[config.mk]
export PLATFORM = sky130hd
export DESIGN_NAME = magnetic_track_steering_pid_unit
export DESIGN_NICKNAME = d
export VERILOG_FILES = /design/src/design/mtsp_pkg.sv /design/src/design/mtsp_csu.sv /design/src/design/mtsp_mac.sv /design/src/design/magnetic_track_steering_pid_unit.sv
export VERILOG_INCLUDE_DIRS = /design/src /design/src/design
export SDC_FILE = /design/constraint.sdc
export NUM_CORES = 2
export LEC_CHECK = 0
export BUFFER_PORTS_ARGS = -buffer_cell sky130_fd_sc_hd__buf_2
export CORE_MARGIN = 1.5
export CORE_UTILIZATION = 56
export DETAILED_ROUTE_END_ITERATION = 16
export PLACE_DENSITY = 0.73
export RECOVER_POWER = 50
export SLEW_MARGIN = 10
export SYNTH_ARGS = -nofsm -noshare
export SYNTH_HDL_FRONTEND = slang
export SYNTH_SLANG_ARGS = --single-unit
[constraint.sdc]
create_clock -name clk -period 13.7 [get_ports clk]
set_input_delay 1.37 -clock clk [delete_from_list [all_inputs] [get_ports clk]]
set_output_delay 1.37 -clock clk [all_outputs]
set_load 0.02 [all_outputs]
[src/design/assert_macros.svh]
// ----------------------------------------------------------------------------
// Assertion macros
// Concurrent assertion wrappers used by the top-level RTL file of the project.
// ----------------------------------------------------------------------------
`ifndef ASSERT_MACROS_SVH
`define ASSERT_MACROS_SVH
`ifndef ASSERT_OFF
// Clocked property, disabled while reset is asserted (active low).
`define MTSP_ASSERT(lbl, clk, rstn, prop) \
	lbl: assert property (@(posedge clk) disable iff (!rstn) prop) \
	else $error("assertion failed");
// Clocked property, checked in and out of reset.
`define MTSP_ASSERT_ALWAYS(lbl, clk, prop) \
	lbl: assert property (@(posedge clk) prop) \
	else $error("assertion failed");
`else
`define MTSP_ASSERT(lbl, clk, rstn, prop)
`define MTSP_ASSERT_ALWAYS(lbl, clk, prop)
`endif
`endif

[src/design/mtsp_pkg.sv]
// ----------------------------------------------------------------------------
// mtsp_pkg
// Types, widths and constants of the magnetic track steering PID unit.
// ----------------------------------------------------------------------------
package mtsp_pkg;

	localparam int SAMPLE_BITS = 12;
	localparam int FRAC_BITS   = 16;

	localparam int RATIO_W     = FRAC_BITS + 1;
	localparam int LEVEL_W     = FRAC_BITS + 7;
	localparam int ROOT_W      = (LEVEL_W + FRAC_BITS + 1) / 2;
	localparam int SQ_W        = 2 * ROOT_W;
	localparam int MAG_W       = ROOT_W + 9;
	localparam int SRC_W       = MAG_W + FRAC_BITS;
	localparam int SUM_W       = LEVEL_W + 2;
	localparam int CSU_W       = SUM_W + 1;
	localparam int QUO_W       = 27;
	localparam int ERR_W       = 26;
	localparam int DRIVE_W     = 27;
	localparam int ESUM_W      = 48;
	localparam int ACC_W       = 64;
	localparam int GAIN_W      = 16;
	localparam int STEP_W      = 6;
	localparam int ADDR_W      = 4;
	localparam int LVL_OUT_W   = 7;

	localparam int RATIO_STEPS = FRAC_BITS;
	localparam int EDIV_STEPS  = SRC_W;

	localparam int ONE_Q       = 1 << FRAC_BITS;
	localparam int RATIO_MIN   = (ONE_Q + 500) / 1000;
	localparam logic [LEVEL_W-1:0] LEVEL_ONE = LEVEL_W'(100 * ONE_Q);

	localparam logic signed [ERR_W-1:0]   ERR_MAX   = {1'b0, {(ERR_W-1){1'b1}}};
	localparam logic signed [ERR_W-1:0]   ERR_MIN   = {1'b1, {(ERR_W-1){1'b0}}};
	localparam logic [QUO_W-1:0]          ERR_LIM   = QUO_W'(1) << (ERR_W - 1);
	localparam logic signed [DRIVE_W-1:0] DRIVE_LIM = DRIVE_W'(1000 * ONE_Q);
	localparam logic signed [ESUM_W-1:0]  ESUM_MAX  = {1'b0, {(ESUM_W-1){1'b1}}};
	localparam logic signed [ESUM_W-1:0]  ESUM_MIN  = {1'b1, {(ESUM_W-1){1'b0}}};

	// register indexes on the configuration port
	localparam logic [1:0] REG_GAIN_P = 2'd0;
	localparam logic [1:0] REG_GAIN_I = 2'd1;
	localparam logic [1:0] REG_GAIN_D = 2'd2;

	typedef enum logic [7:0] {
		ST_IDLE  = 8'b0000_0001,
		ST_CAL   = 8'b0000_0010,
		ST_RATIO = 8'b0000_0100,
		ST_SQRT  = 8'b0000_1000,
		ST_EDIV  = 8'b0001_0000,
		ST_PID   = 8'b0010_0000,
		ST_MAC   = 8'b0100_0000,
		ST_FIN   = 8'b1000_0000
	} state_t;

	typedef struct packed {
		logic [CSU_W-1:0] a;
		logic [CSU_W-1:0] b;
	} csu_req_t;

	typedef struct packed {
		logic             ge;
		logic [CSU_W-1:0] diff;
	} csu_rsp_t;

	// clamp a ratio to its floor and scale to the level format
	function automatic logic [LEVEL_W-1:0] level_of(input logic [RATIO_W-1:0] r);
		logic [RATIO_W-1:0] c;
		c = (r < RATIO_W'(RATIO_MIN)) ? RATIO_W'(RATIO_MIN) : r;
		return LEVEL_W'(c) * LEVEL_W'(100);
	endfunction

endpackage

[src/design/mtsp_csu.sv]
// ----------------------------------------------------------------------------
// mtsp_csu
// Shared compare-subtract unit for restoring division and square root steps.
// ----------------------------------------------------------------------------
module mtsp_csu (
	input  mtsp_pkg::csu_req_t req,
	output mtsp_pkg::csu_rsp_t rsp
);
	import mtsp_pkg::*;

	logic [CSU_W:0] d;

	assign d        = {1'b0, req.a} - {1'b0, req.b};
	assign rsp.ge   = ~d[CSU_W];
	assign rsp.diff = d[CSU_W-1:0];

endmodule

[src/design/mtsp_mac.sv]
// ----------------------------------------------------------------------------
// mtsp_mac
// Bit-serial multiply-accumulate step: one gain bit per cycle, sign bit
// weighted negative.
// ----------------------------------------------------------------------------
module mtsp_mac (
	input  logic signed [mtsp_pkg::ACC_W-1:0]  acc,
	input  logic signed [mtsp_pkg::ACC_W-1:0]  op,
	input  logic        [mtsp_pkg::GAIN_W-1:0] gain,
	input  logic        [3:0]                  bit_idx,
	output logic signed [mtsp_pkg::ACC_W-1:0]  acc_next
);
	import mtsp_pkg::*;

	logic signed [ACC_W-1:0] term;

	assign term = op <<< bit_idx;

	always_comb begin
		if (!gain[bit_idx]) begin
			acc_next = acc;
		end else if (bit_idx == 4'(GAIN_W - 1)) begin
			acc_next = acc - term;
		end else begin
			acc_next = acc + term;
		end
	end

endmodule

[src/design/magnetic_track_steering_pid_unit.sv]
// ----------------------------------------------------------------------------
// magnetic_track_steering_pid_unit
// Coil normalization, difference-ratio steering error and positional PID.
// ----------------------------------------------------------------------------
//  channel   dir  payload                                           transfer
//  s_axis    in   tdata: raw_left/center/right, tuser: flags        tvalid&tready
//  m_axis    out  tdata: levels, steering_error, drive              tvalid&tready
//  apb       in   gain_p / gain_i / gain_d at 0x0 / 0x4 / 0x8       psel&penable
//
//  One item runs from transfer to result through calibration, ratio division
//  for each of the three channels, square root of the left and right levels,
//  error division (all on the shared compare-subtract unit), serial
//  multiply-accumulate and finish.
//  A saturated ratio skips its division; control off skips the PID steps.
//  Input is taken only in idle; a waiting result sits in the output register
//  and does not block the next transfer, but finish holds until it is taken.
//  Reset clears gains, maxima, integrator and arms calibration.
// ----------------------------------------------------------------------------
`include "assert_macros.svh"

module magnetic_track_steering_pid_unit (
	input  logic        clk,
	input  logic        arst_n,
	input  logic        s_axis_tvalid,
	output logic        s_axis_tready,
	// raw_left[11:0], raw_center[23:12], raw_right[35:24], zero pad
	input  logic [39:0] s_axis_tdata,
	// calibrate[0], control_enable[1]
	input  logic [1:0]  s_axis_tuser,
	output logic        m_axis_tvalid,
	input  logic        m_axis_tready,
	// level_left[6:0], level_center[13:7], level_right[20:14],
	// steering_error[46:21], drive[73:47], zero pad
	output logic [79:0] m_axis_tdata,
	input  logic        psel,
	input  logic        penable,
	input  logic        pwrite,
	input  logic [mtsp_pkg::ADDR_W-1:0] paddr,
	input  logic [31:0] pwdata,
	output logic [31:0] prdata,
	output logic        pready
);
	import mtsp_pkg::*;

	state_t state_q;
	logic [STEP_W-1:0]       step_q;
	logic [1:0]              ch_q;
	logic [SAMPLE_BITS-1:0]  raw_q [3];
	logic [SAMPLE_BITS-1:0]  max_q [3];
	logic                    cal_q;
	logic                    en_q;
	logic                    armed_q;
	logic [LEVEL_W-1:0]      level_q [3];
	logic [ROOT_W-1:0]       root_q [2];
	logic [CSU_W-1:0]        rem_q;
	logic [QUO_W-1:0]        quo_q;
	logic                    ovf_q;
	logic [SRC_W-1:0]        src_q;
	logic [SUM_W-1:0]        sum_q;
	logic signed [ERR_W-1:0] err_q;
	logic signed [ERR_W-1:0] elast_q;
	logic signed [ESUM_W-1:0] esum_q;
	logic signed [ACC_W-1:0] acc_q;
	logic [GAIN_W-1:0]       gain_p_q;
	logic [GAIN_W-1:0]       gain_i_q;
	logic [GAIN_W-1:0]       gain_d_q;
	logic                    out_valid_q;
	logic [LVL_OUT_W-1:0]    lvl_out_q [3];
	logic signed [ERR_W-1:0] err_out_q;
	logic signed [DRIVE_W-1:0] drive_q;

	csu_req_t csu_req;
	csu_rsp_t csu_rsp;
	logic [CSU_W-1:0]        rem_next;
	logic [QUO_W-1:0]        quo_next;
	logic                    ovf_next;
	logic signed [ERR_W-1:0] err_next;
	logic [ROOT_W-1:0]       rdiff;
	logic [MAG_W-1:0]        mag;
	logic [SQ_W-1:0]         sq_in;
	logic signed [ESUM_W:0]  esum_add;
	logic signed [ESUM_W-1:0] esum_next;
	logic signed [ACC_W-1:0] mac_op;
	logic [GAIN_W-1:0]       mac_gain;
	logic signed [ACC_W-1:0] mac_next;
	logic signed [ACC_W-1:0] acc_mag;
	logic signed [ACC_W-1:0] acc_shr;
	logic signed [DRIVE_W-1:0] drive_next;
	logic                    fin_load;
	logic                    cfg_wr;

	// ---------------------------------------------------------------- config
	assign pready = 1'b1;
	assign cfg_wr = psel && penable && pwrite && pready;

	always_ff @(posedge clk or negedge arst_n) begin
		if (!arst_n) begin
			gain_p_q <= '0;
			gain_i_q <= '0;
			gain_d_q <= '0;
		end else if (cfg_wr) begin
			case (paddr[3:2])
				REG_GAIN_P: gain_p_q <= pwdata[GAIN_W-1:0];
				REG_GAIN_I: gain_i_q <= pwdata[GAIN_W-1:0];
				REG_GAIN_D: gain_d_q <= pwdata[GAIN_W-1:0];
				default: ;
			endcase
		end
	end

	always_comb begin
		case (paddr[3:2])
			REG_GAIN_P: prdata = 32'(signed'(gain_p_q));
			REG_GAIN_I: prdata = 32'(signed'(gain_i_q));
			REG_GAIN_D: prdata = 32'(signed'(gain_d_q));
			default:    prdata = '0;
		endcase
	end

	// ---------------------------------------------------------- shared unit
	// Feed the compare-subtract unit: shift the partial remainder, bring in
	// the next dividend bit or radicand pair, and compare with the divisor
	// or the trial root.
	always_comb begin
		case (state_q)
			ST_RATIO: begin
				csu_req.a = {rem_q[CSU_W-2:0], 1'b0};
				csu_req.b = CSU_W'(max_q[ch_q]);
			end
			ST_SQRT: begin
				csu_req.a = {rem_q[CSU_W-3:0], src_q[SRC_W-1 -: 2]};
				csu_req.b = CSU_W'({quo_q[ROOT_W-1:0], 2'b01});
			end
			ST_EDIV: begin
				csu_req.a = {rem_q[CSU_W-2:0], src_q[SRC_W-1]};
				csu_req.b = CSU_W'(sum_q);
			end
			default: begin
				csu_req.a = '0;
				csu_req.b = '0;
			end
		endcase
	end

	mtsp_csu u_csu (
		.req (csu_req),
		.rsp (csu_rsp)
	);

	assign rem_next = csu_rsp.ge ? csu_rsp.diff : csu_req.a;
	assign quo_next = {quo_q[QUO_W-2:0], csu_rsp.ge};
	assign ovf_next = ovf_q | quo_q[QUO_W-1];

	// Give the final quotient the sign of the root difference and saturate it into the signed error range.
	always_comb begin
		if (root_q[1] > root_q[0]) begin
			err_next = (ovf_next || quo_next > ERR_LIM) ? ERR_MIN
				: -ERR_W'(quo_next);
		end else begin
			err_next = (ovf_next || quo_next >= ERR_LIM) ? ERR_MAX
				: ERR_W'(quo_next);
		end
	end

	// Error division setup: magnitude of the root difference times 500.
	assign rdiff = (root_q[1] > root_q[0]) ? root_q[1] - root_q[0] : root_q[0] - root_q[1];
	assign mag   = MAG_W'(rdiff) * MAG_W'(500);
	assign sq_in = SQ_W'({(ch_q == 2'd0) ? level_q[0] : level_q[2], {FRAC_BITS{1'b0}}});

	// Integrator with saturation at the signed range.
	assign esum_add = (ESUM_W + 1)'(esum_q) + (ESUM_W + 1)'(err_q);
	always_comb begin
		if (esum_add[ESUM_W] != esum_add[ESUM_W-1]) begin
			esum_next = esum_add[ESUM_W] ? ESUM_MIN : ESUM_MAX;
		end else begin
			esum_next = esum_add[ESUM_W-1:0];
		end
	end

	// ------------------------------------------------------------- PID mac
	always_comb begin
		case (ch_q)
			2'd0: begin
				mac_op   = ACC_W'(err_q);
				mac_gain = gain_p_q;
			end
			2'd1: begin
				mac_op   = ACC_W'(esum_q);
				mac_gain = gain_i_q;
			end
			default: begin
				mac_op   = ACC_W'(err_q) - ACC_W'(elast_q);
				mac_gain = gain_d_q;
			end
		endcase
	end

	mtsp_mac u_mac (
		.acc      (acc_q),
		.op       (mac_op),
		.gain     (mac_gain),
		.bit_idx  (step_q[3:0]),
		.acc_next (mac_next)
	);

	// Drop eight fraction bits toward zero, then clamp to the drive limit; drive is zero when control is off.
	assign acc_mag = acc_q[ACC_W-1] ? -acc_q : acc_q;
	assign acc_shr = acc_q[ACC_W-1] ? -(acc_mag >>> 8) : (acc_mag >>> 8);
	always_comb begin
		if (!en_q) begin
			drive_next = '0;
		end else if (acc_shr > ACC_W'(DRIVE_LIM)) begin
			drive_next = DRIVE_LIM;
		end else if (acc_shr < -ACC_W'(DRIVE_LIM)) begin
			drive_next = -DRIVE_LIM;
		end else begin
			drive_next = DRIVE_W'(acc_shr);
		end
	end

	assign fin_load = (state_q == ST_FIN) && (!out_valid_q || m_axis_tready);

	// ------------------------------------------------------------ sequencer
	always_ff @(posedge clk or negedge arst_n) begin
		if (!arst_n) begin
			state_q <= ST_IDLE;
			step_q  <= '0;
			ch_q    <= '0;
			armed_q <= 1'b1;
			max_q   <= '{default: '0};
			elast_q <= '0;
			esum_q  <= '0;
		end else begin
			case (state_q)
				ST_IDLE: begin
					if (s_axis_tvalid) begin
						raw_q[0] <= s_axis_tdata[SAMPLE_BITS-1:0];
						raw_q[1] <= s_axis_tdata[2*SAMPLE_BITS-1:SAMPLE_BITS];
						raw_q[2] <= s_axis_tdata[3*SAMPLE_BITS-1:2*SAMPLE_BITS];
						cal_q    <= s_axis_tuser[0];
						en_q     <= s_axis_tuser[1];
						state_q  <= ST_CAL;
					end
				end
				ST_CAL: begin
					// restart maxima on the first calibrating item, then track
					if (cal_q) begin
						for (int i = 0; i < 3; i++) begin
							if (armed_q || max_q[i] < raw_q[i]) begin
								max_q[i] <= raw_q[i];
							end
						end
						armed_q <= 1'b0;
					end else begin
						armed_q <= 1'b1;
					end
					ch_q    <= '0;
					step_q  <= '0;
					state_q <= ST_RATIO;
				end
				ST_RATIO: begin
					if (step_q == '0) begin
						if (max_q[ch_q] == '0 || raw_q[ch_q] >= max_q[ch_q]) begin
							level_q[ch_q] <= LEVEL_ONE;
							ch_q <= ch_q + 2'd1;
							if (ch_q == 2'd2) begin
								ch_q    <= '0;
								state_q <= ST_SQRT;
							end
						end else begin
							rem_q  <= CSU_W'(raw_q[ch_q]);
							quo_q  <= '0;
							step_q <= STEP_W'(1);
						end
					end else begin
						rem_q  <= rem_next;
						quo_q  <= quo_next;
						step_q <= step_q + STEP_W'(1);
						if (step_q == STEP_W'(RATIO_STEPS)) begin
							level_q[ch_q] <= level_of(RATIO_W'(quo_next[FRAC_BITS-1:0]));
							step_q <= '0;
							ch_q   <= ch_q + 2'd1;
							if (ch_q == 2'd2) begin
								ch_q    <= '0;
								state_q <= ST_SQRT;
							end
						end
					end
				end
				ST_SQRT: begin
					if (step_q == '0) begin
						src_q  <= {sq_in, {(SRC_W-SQ_W){1'b0}}};
						rem_q  <= '0;
						quo_q  <= '0;
						step_q <= STEP_W'(1);
					end else begin
						rem_q  <= rem_next;
						quo_q  <= quo_next;
						src_q  <= src_q << 2;
						step_q <= step_q + STEP_W'(1);
						if (step_q == STEP_W'(ROOT_W)) begin
							root_q[ch_q[0]] <= quo_next[ROOT_W-1:0];
							step_q <= '0;
							ch_q   <= 2'd1;
							if (ch_q == 2'd1) begin
								ch_q    <= '0;
								state_q <= ST_EDIV;
							end
						end
					end
				end
				ST_EDIV: begin
					if (step_q == '0) begin
						src_q  <= {mag, {FRAC_BITS{1'b0}}};
						sum_q  <= SUM_W'(level_q[0]) + SUM_W'(level_q[1]) + SUM_W'(level_q[2]);
						rem_q  <= '0;
						quo_q  <= '0;
						ovf_q  <= 1'b0;
						step_q <= STEP_W'(1);
					end else begin
						rem_q  <= rem_next;
						quo_q  <= quo_next;
						ovf_q  <= ovf_next;
						src_q  <= src_q << 1;
						step_q <= step_q + STEP_W'(1);
						if (step_q == STEP_W'(EDIV_STEPS)) begin
							err_q   <= err_next;
							step_q  <= '0;
							state_q <= ST_PID;
						end
					end
				end
				ST_PID: begin
					if (en_q) begin
						esum_q  <= esum_next;
						acc_q   <= '0;
						ch_q    <= '0;
						step_q  <= '0;
						state_q <= ST_MAC;
					end else begin
						state_q <= ST_FIN;
					end
				end
				ST_MAC: begin
					acc_q  <= mac_next;
					step_q <= step_q + STEP_W'(1);
					if (step_q == STEP_W'(GAIN_W - 1)) begin
						step_q <= '0;
						ch_q   <= ch_q + 2'd1;
						if (ch_q == 2'd2) begin
							ch_q    <= '0;
							state_q <= ST_FIN;
						end
					end
				end
				ST_FIN: begin
					if (fin_load) begin
						elast_q <= en_q ? err_q : '0;
						if (!en_q) begin
							esum_q <= '0;
						end
						state_q <= ST_IDLE;
					end
				end
				default: state_q <= ST_IDLE;
			endcase
		end
	end

	// ----------------------------------------------------------- result reg
	always_ff @(posedge clk or negedge arst_n) begin
		if (!arst_n) begin
			out_valid_q <= 1'b0;
		end else if (fin_load) begin
			out_valid_q <= 1'b1;
		end else if (m_axis_tready) begin
			out_valid_q <= 1'b0;
		end
	end

	always_ff @(posedge clk) begin
		if (fin_load) begin
			for (int i = 0; i < 3; i++) begin
				lvl_out_q[i] <= level_q[i][LEVEL_W-1:FRAC_BITS];
			end
			err_out_q <= err_q;
			drive_q   <= drive_next;
		end
	end

	assign s_axis_tready = (state_q == ST_IDLE);
	assign m_axis_tvalid = out_valid_q;
	assign m_axis_tdata  = {6'd0, drive_q, err_out_q, lvl_out_q[2], lvl_out_q[1], lvl_out_q[0]};

	// ------------------------------------------------------------ assertions
	`MTSP_ASSERT(a_busy_after_transfer, clk, arst_n, s_axis_tvalid && s_axis_tready |=> !s_axis_tready)
	`MTSP_ASSERT(a_drive_in_limit, clk, arst_n, m_axis_tvalid |-> (drive_q <= DRIVE_LIM && drive_q >= -DRIVE_LIM))
	`MTSP_ASSERT(a_off_clears_pid, clk, arst_n, fin_load && !en_q |=> drive_q == '0 && esum_q == '0 && elast_q == '0)

endmodule
# == Word-level counts from Yosys, hierarchy flattened ==
# Memories as Yosys holds them, arrays and structs flattened.
# Cells that the tools add are included.
# totals
regBits,444
ramBits,160
in_bits,85
wordCells,243
memories,4
# memory_table
name,words,word_bits,read_ports,rd_clocked_by_memory_dff,wr,line_no,source
level_q,3,21,3,0,1,magnetic_track_steering_pid_unit.sv:53,logic [LEVEL_W-1:0] level_q [3];
root_q,2,20,2,0,1,magnetic_track_steering_pid_unit.sv:54,logic [ROOT_W-1:0] root_q [2];
raw_q,3,12,4,0,3,magnetic_track_steering_pid_unit.sv:48,logic [SAMPLE_BITS-1:0] raw_q [3];
lvl_out_q,3,7,3,0,3,magnetic_track_steering_pid_unit.sv:68,logic [LVL_OUT_W-1:0] lvl_out_q [3];
# op_classes
add_sub_neg,14
mul,2
n_lt_le_gt_ge,12
n_eq_ne,33
n_shift,1
n_mux,98
bitwise,6
reduce_logical,47
# ops
cell,n
$mux W64,5
$pmux W64 S2,2
$mux W48,5
$pmux W52 S3,1
$mux W26,5
$mux W8,14
$mux W27,4
$mux W25,4
$pmux W32 S3,1
$pmux W48 S2,1
$mux W45,2
$pmux W45 S2,1
$add A64 B64 Y64,1
$gt A64 B27 Y1 const B,1
$lt A64 B27 Y1 const B,1
$neg A56 Y64,1
$neg A64 Y64,1
$pmux W8 S8,1
$sshl A64 B4 Y64,1
$sub A64 B64 Y64,1
$mux W6,9
$pmux W27 S2,1
$sub A26 B26 Y27,2
$pmux W25 S2,1
other kinds (66),147

# == Depth between registers and ports, before layout ==
# depth
ltp_word,12
depth_mapped,45

# == Cells and area by module ==
# A second synthesis with hierarchy kept.
# hier_totals
hier_cells,5658
hier_area_um2,52203.8
# by_module_without_submodules
module,n_inst,cells_per_inst,area_per_inst_um2,seq_area_each_um2
magnetic_track_steering_pid_unit,1,4085,41137.0,16658.5
mtsp_mac,1,1346,9574.2,0.0
mtsp_csu,1,227,1492.7,0.0

# == Least setup slack after synthesis ==
# Ideal clock, no wire load.
# synth_path
path_kind,register -> register
start,register ch_q[0]
end,"register quo_q[0], enable pin"
setup_ps,526
arrival_time_ps,9173
path_slack_ps,4001
stages_incl_launch_ff,26
cell_sequence,dfrtp_1 -> clkbuf_1 -> buf_2 -> buf_1 -> clkbuf_1 -> clkbuf_1 -> buf_1 -> clkbuf_1 -> mux2i_1 -> nor2_1 -> a21oi_1 -> ha_1 -> nand2b_1 -> a21o_1 -> a21o_1 -> a21o_1 -> a21o_1 -> a21o_1 -> a21o_1 -> a21o_1 -> a21o_1 -> a21o_1 -> a21o_1 -> a21oi_1 -> nor2_1 -> nor3_1
# synth_via
elab_chain_len,8
elab_cells_between_ends,10
classes_between,1 x order compare; 1 x eq/ne; 3 x mux; 1 x bitwise; 3 x reduce/logical; 1 x memory
# synth_lines
element,line_no,source
from (decl),magnetic_track_steering_pid_unit.sv:47,logic [1:0] ch_q;
from (signal assigned),magnetic_track_steering_pid_unit.sv:265,ch_q <= ch_q + 2'd1;
from (signal assigned),magnetic_track_steering_pid_unit.sv:282,ch_q <= ch_q + 2'd1;
from (signal assigned),magnetic_track_steering_pid_unit.sv:349,ch_q <= ch_q + 2'd1;
$not A2 Y3 (not written as such),magnetic_track_steering_pid_unit.sv:263,if (max_q[ch_q] == '0 || raw_q[ch_q] >= max_q[ch_q]) begin
$bmux W12 S2,magnetic_track_steering_pid_unit.sv:263,
$mux W12 (not written as such) (2 in a row),magnetic_track_steering_pid_unit.sv:263,
$ge A12 B12 Y1 / $logic_not A12 Y1 (equally long branches),magnetic_track_steering_pid_unit.sv:263,
$logic_or A1 B1 Y1 *,magnetic_track_steering_pid_unit.sv:263,
$ne A3 B3 Y1 (no line) *,n/a,
$reduce_and A3 Y1 (no line) *,n/a,
to (signal assigned),magnetic_track_steering_pid_unit.sv:277,quo_q <= quo_next;
to (signal assigned),magnetic_track_steering_pid_unit.sv:298,quo_q <= quo_next;
to (signal assigned),magnetic_track_steering_pid_unit.sv:322,quo_q <= quo_next;
to (decl),magnetic_track_steering_pid_unit.sv:56,logic [QUO_W-1:0] quo_q;
# Every way passes the cells marked *; elsewhere a longest branch is shown, timed or not. The select of a mux whose other input is x is not followed.
# A chain may end at the register's enable or synchronous reset.

# == Worst setup path in the final report ==
# layout_path
start,register state_q[1]
end,memory level_q[1][20] in the netlist's numbering (data pin)
# layout_via
elab_chain_len,8
elab_cells_between_ends,13
classes_between,1 x add/sub; 1 x mul; 1 x order compare; 3 x eq/ne; 5 x mux; 1 x bitwise; 1 x reduce/logical
# layout_lines
element,line_no,source
from (decl),magnetic_track_steering_pid_unit.sv:45,state_t state_q;
from (signal assigned),magnetic_track_steering_pid_unit.sv:226,state_q <= ST_IDLE;
from (signal assigned),magnetic_track_steering_pid_unit.sv:242,state_q <= ST_CAL;
from (signal assigned),magnetic_track_steering_pid_unit.sv:259,state_q <= ST_RATIO;
"$eq A8 B5 Y1, or another cell as far along",magnetic_track_steering_pid_unit.sv:125,case (state_q)
$pmux W52 S3,magnetic_track_steering_pid_unit.sv:125,
$sub A26 B26 Y27,mtsp_csu.sv:13,"assign d = {1'b0, req.a} - {1'b0, req.b};"
$not A1 Y1,mtsp_csu.sv:14,assign rsp.ge = ~d[CSU_W];
$lt A16 B7 Y1,mtsp_pkg.sv:71,c = (r < RATIO_W'(RATIO_MIN)) ? RATIO_W'(RATIO_MIN) : r;
$mux W16,mtsp_pkg.sv:71,
$mul A16 B5 Y21,mtsp_pkg.sv:72,return LEVEL_W'(c) * LEVEL_W'(100);
$mux W21 (no line) *,n/a,
to (decl),magnetic_track_steering_pid_unit.sv:53,
# Every way passes the cells marked *; elsewhere a longest branch is shown, timed or not.

==> summary.txt <==
Outcome
  – Status: complete, but fails checks
  – Failing checks: max-capacitance violations, max-slew violations

Route
  – Routed len/inst: 21.5 um
  – Final ANT Viol Nets: 0
  – 1st-iter DRT viols: 4596
  – DR pass1 iterations: 8
  – DRC: 0
  – DR vias: 44.4k
  – Routed vias/inst: 6.41
  – Routed wire length: 149000 um

Power
  – Total power: 10.0 mW
  – Max IR drop VDD: 0.155 mV
  – Leakage: 22.6 nW
  – Pwr dens: 182 nW/um^2

Critical path
  – Delay-heaviest family, CP: compound AO/OA/AOI/OAI gates
  – R2R depth: 38
  – Worst r2r src: state_q[1]$_DFFE_PN0P_
  – Worst Setup Start Kind: flop
  – Critical Path Most Common Cell: o21ai_0
  – Setup CP Type: reg2reg
  – WP data required: 14.04 ns
  – CP max-delay cell: nand3_2
  – R2R setup slack: 2.10 ns
  – Crit-path max FO: 48
  – Reg2reg end: level_q[1][20]$_DFFE_PP_
  – Sum of buffers and inverters on the critical path: 1
  – Critical path's largest stage delay: 0.86 ns
  – Critical Path End Type: flop
  – Arrival time worst endpoint: 11.95 ns

Placed design
  – Post-DP HPWL: 110000 um
  – Port Buffers: 170
  – Gpl congestion: 1.01
  – Placed Instance Area: 52800 sq um
  – Dpl cells: 6789

Worst hold path
  – Hold Path Class: reg2reg
  – HP Start: cal_q$_DFFE_PP_
  – Hold path cells: 1
  – Worst min-delay path endpoint: armed_q$_DFFE_PN1P_

Synthesis
  – Register area share after synthesis: 0.325
  – Top cell type by total area after synthesis: edfxtp_1
  – Primary FF master, synth: edfxtp_1
  – Synth unique cells: 111
  – Number of flops mapped to enable cells by yosys: 408
  – Cell Area, Synth: 51200 sq um
  – Largest cells by area after synthesis: edfxtp_1 24%, ha_1 9.3%, dfrtp_1 8.5%
  – Share of the synthesized area in the top cell type: 0.239
  – Mean Syn Cell Area: 8.98 sq um
  – Synth warn: 0
  – Yosys reg bits: 584
  – Ys async rst share: 0.301
  – Gate Count Post-Synth: 5704

Clocking
  – Clk slew on worst S/H paths: 0.07 ns
  – Hold_buf cts: 0
  – Post-CTS Resized: 0
  – Worst-Skew Late Latency: 0.68 ns
  – TritonCTS Sinks: 584
  – Clock root buffer: clkbuf_16
  – H-tree lvl count: 3
  – Clock buffer depth: 3
  – CTS tree: yes
  – TritonCTS Buffers: 72
  – Postcts setup bufs: 0

Floorplanning
  – Die ar.: 93200 sq um
  – Chip Width: 305 um
  – Die Ht: 305 um
  – IO Pins: 200
  – Initial Util: 0.567
  – Core area: 90300 sq um
  – FP Rows: 110

GRT
  – Vias in the first global route: 42.3k
  – Largest net degree at the start of global routing: 81
  – First-pass GRT wire length: 234000 um
  – Initial antenna violation count: 2
  – GR Util All Layers: 0.313
  – GR Overflow Total: 0

STA
  – Min Tclk post-route: 11.60 ns
  – Hold Vio Cnt, Final: 0
  – Setup violations, final: 0
  – Worst Tran Pin Value: 4.28 ns
  – Period Utilization, post-route: 0.847
  – Slew margin rel.: -1.85
  – Slew Limit Fails: 513
  – Setup TNS: 0 ns
  – Max frequency: 86.2 MHz
  – Setup Skew: 0.0446 ns
  – RSZ-0062 raised after global routing: no

Layout
  – Commonest non-fill, non-tap cell in the layout: nor2_1
  – Share of cells above drive strength 1: 0.0844
  – Final std cells w/o fill: 6926
  – Final #Nets: 6257
  – Fill count: 7882
  – Synthesis-to-finish area growth: 7.33%
  – Fin area: 54900 sq um
  – Final Util: 0.609
  – Commonest non-fill, non-tap cells in the layout: 447 x nor2_1, 435 x nand2_1, 408 x edfxtp_1

Flow run
  – # Max-Cap Violations: 10
[Yosys cell counts, drive strengths merged, types with 149 or more instances]
cell type / instances
a21o: 169
edfxtp: 408
a21oi: 362
nand2: 435
clkbuf: 242
nand3: 174
mux2i: 149
dfrtp: 174
inv: 365
ha: 381
xnor2: 190
nor3: 177
nor2: 465
o21ai: 412
[power by group]
part / internal [mW] / switching (mW)
Combinational: 2.25 / 3.36
Sequential: 2.19 / 0.302
Clock: 1.08 / 0.826
[sequential cells by signal, summed over array words and instances (netlist names), 27 cells and up]
name,flops
src_q,27
esum_q,48
max_q,36
level_q,63
raw_q,36
drive_q,27
root_q,40
acc_q,64
quo_q,27
[cell families after synthesis]
family,synth area share
other cells,0.000147
flops,0.325
simple gates,0.171
xor+xnor,0.0556
mux,0.0632
fa+ha+maj,0.134
compound gates,0.197
buf+inv,0.0534
[metrics by stage]
step                      setup WS [ns]  hold slack [ns]
after global routing               1.21            0.476
after global placement             2.79            0.463
final                              2.10            0.482
after detailed placement           2.54            0.450
after CTS                          2.45            0.475
after floorplan                    4.00            0.395
[layout make-up]
cell class | count | area, sq um | share of cell area
tap | 1176 | 1470 | 0.0268
clock buffer | 89 | 1940 | 0.0352
sequential | 584 | 16700 | 0.303
inverter | 365 | 1370 | 0.0249
clock inverter | 45 | 398 | 0.00724
antenna | 2 | 5.00 | 0.0000911
multi-input combinational | 4436 | 32000 | 0.581
timing repair buffer | 229 | 1150 | 0.0209
[metal layers]
layer / vias to the layer above / share of wire / global-route usage
li1: 20900 / - / -
met1: 21400 / 0.42 / 0.420
met2: 1815 / 0.46 / 0.509
met3: 322 / 0.075 / 0.0419
met4: 0 / 0.042 / 0.133
met5: - / 0 / 0
[worst max path at each step]
stage | cells after the start | slack, ns | to | start
finish | 38 | 2.10 | level_q[1][20]$_DFFE_PP_ | state_q[1]$_DFFE_PN0P_
global route | 40 | 1.21 | level_q[1][20]$_DFFE_PP_ | ch_q[1]$_DFFE_PN0P_
CTS | 38 | 2.45 | level_q[1][20]$_DFFE_PP_ | state_q[1]$_DFFE_PN0P_
detailed placement | 38 | 2.54 | level_q[1][20]$_DFFE_PP_ | state_q[1]$_DFFE_PN0P_
global placement | 38 | 2.79 | level_q[0][20]$_DFFE_PP_ | state_q[1]$_DFFE_PN0P_
floorplan | 25 | 4.00 | quo_q[0]$_SDFFCE_PP0P_ | ch_q[0]$_DFFE_PN0P_
[worst reg2reg max path, delay by kind of cell, from the launching register on]
kind,cells,cell delay (ns)
AND/OR/NAND/NOR,9,4.07
flip-flops,1,0.42
adder cells (fa/ha/maj),5,1.54
buffers and inverters,1,0.32
AO/OA/AOI/OAI,23,4.94
No activity file was read; power rests on OpenSTA's default activity.
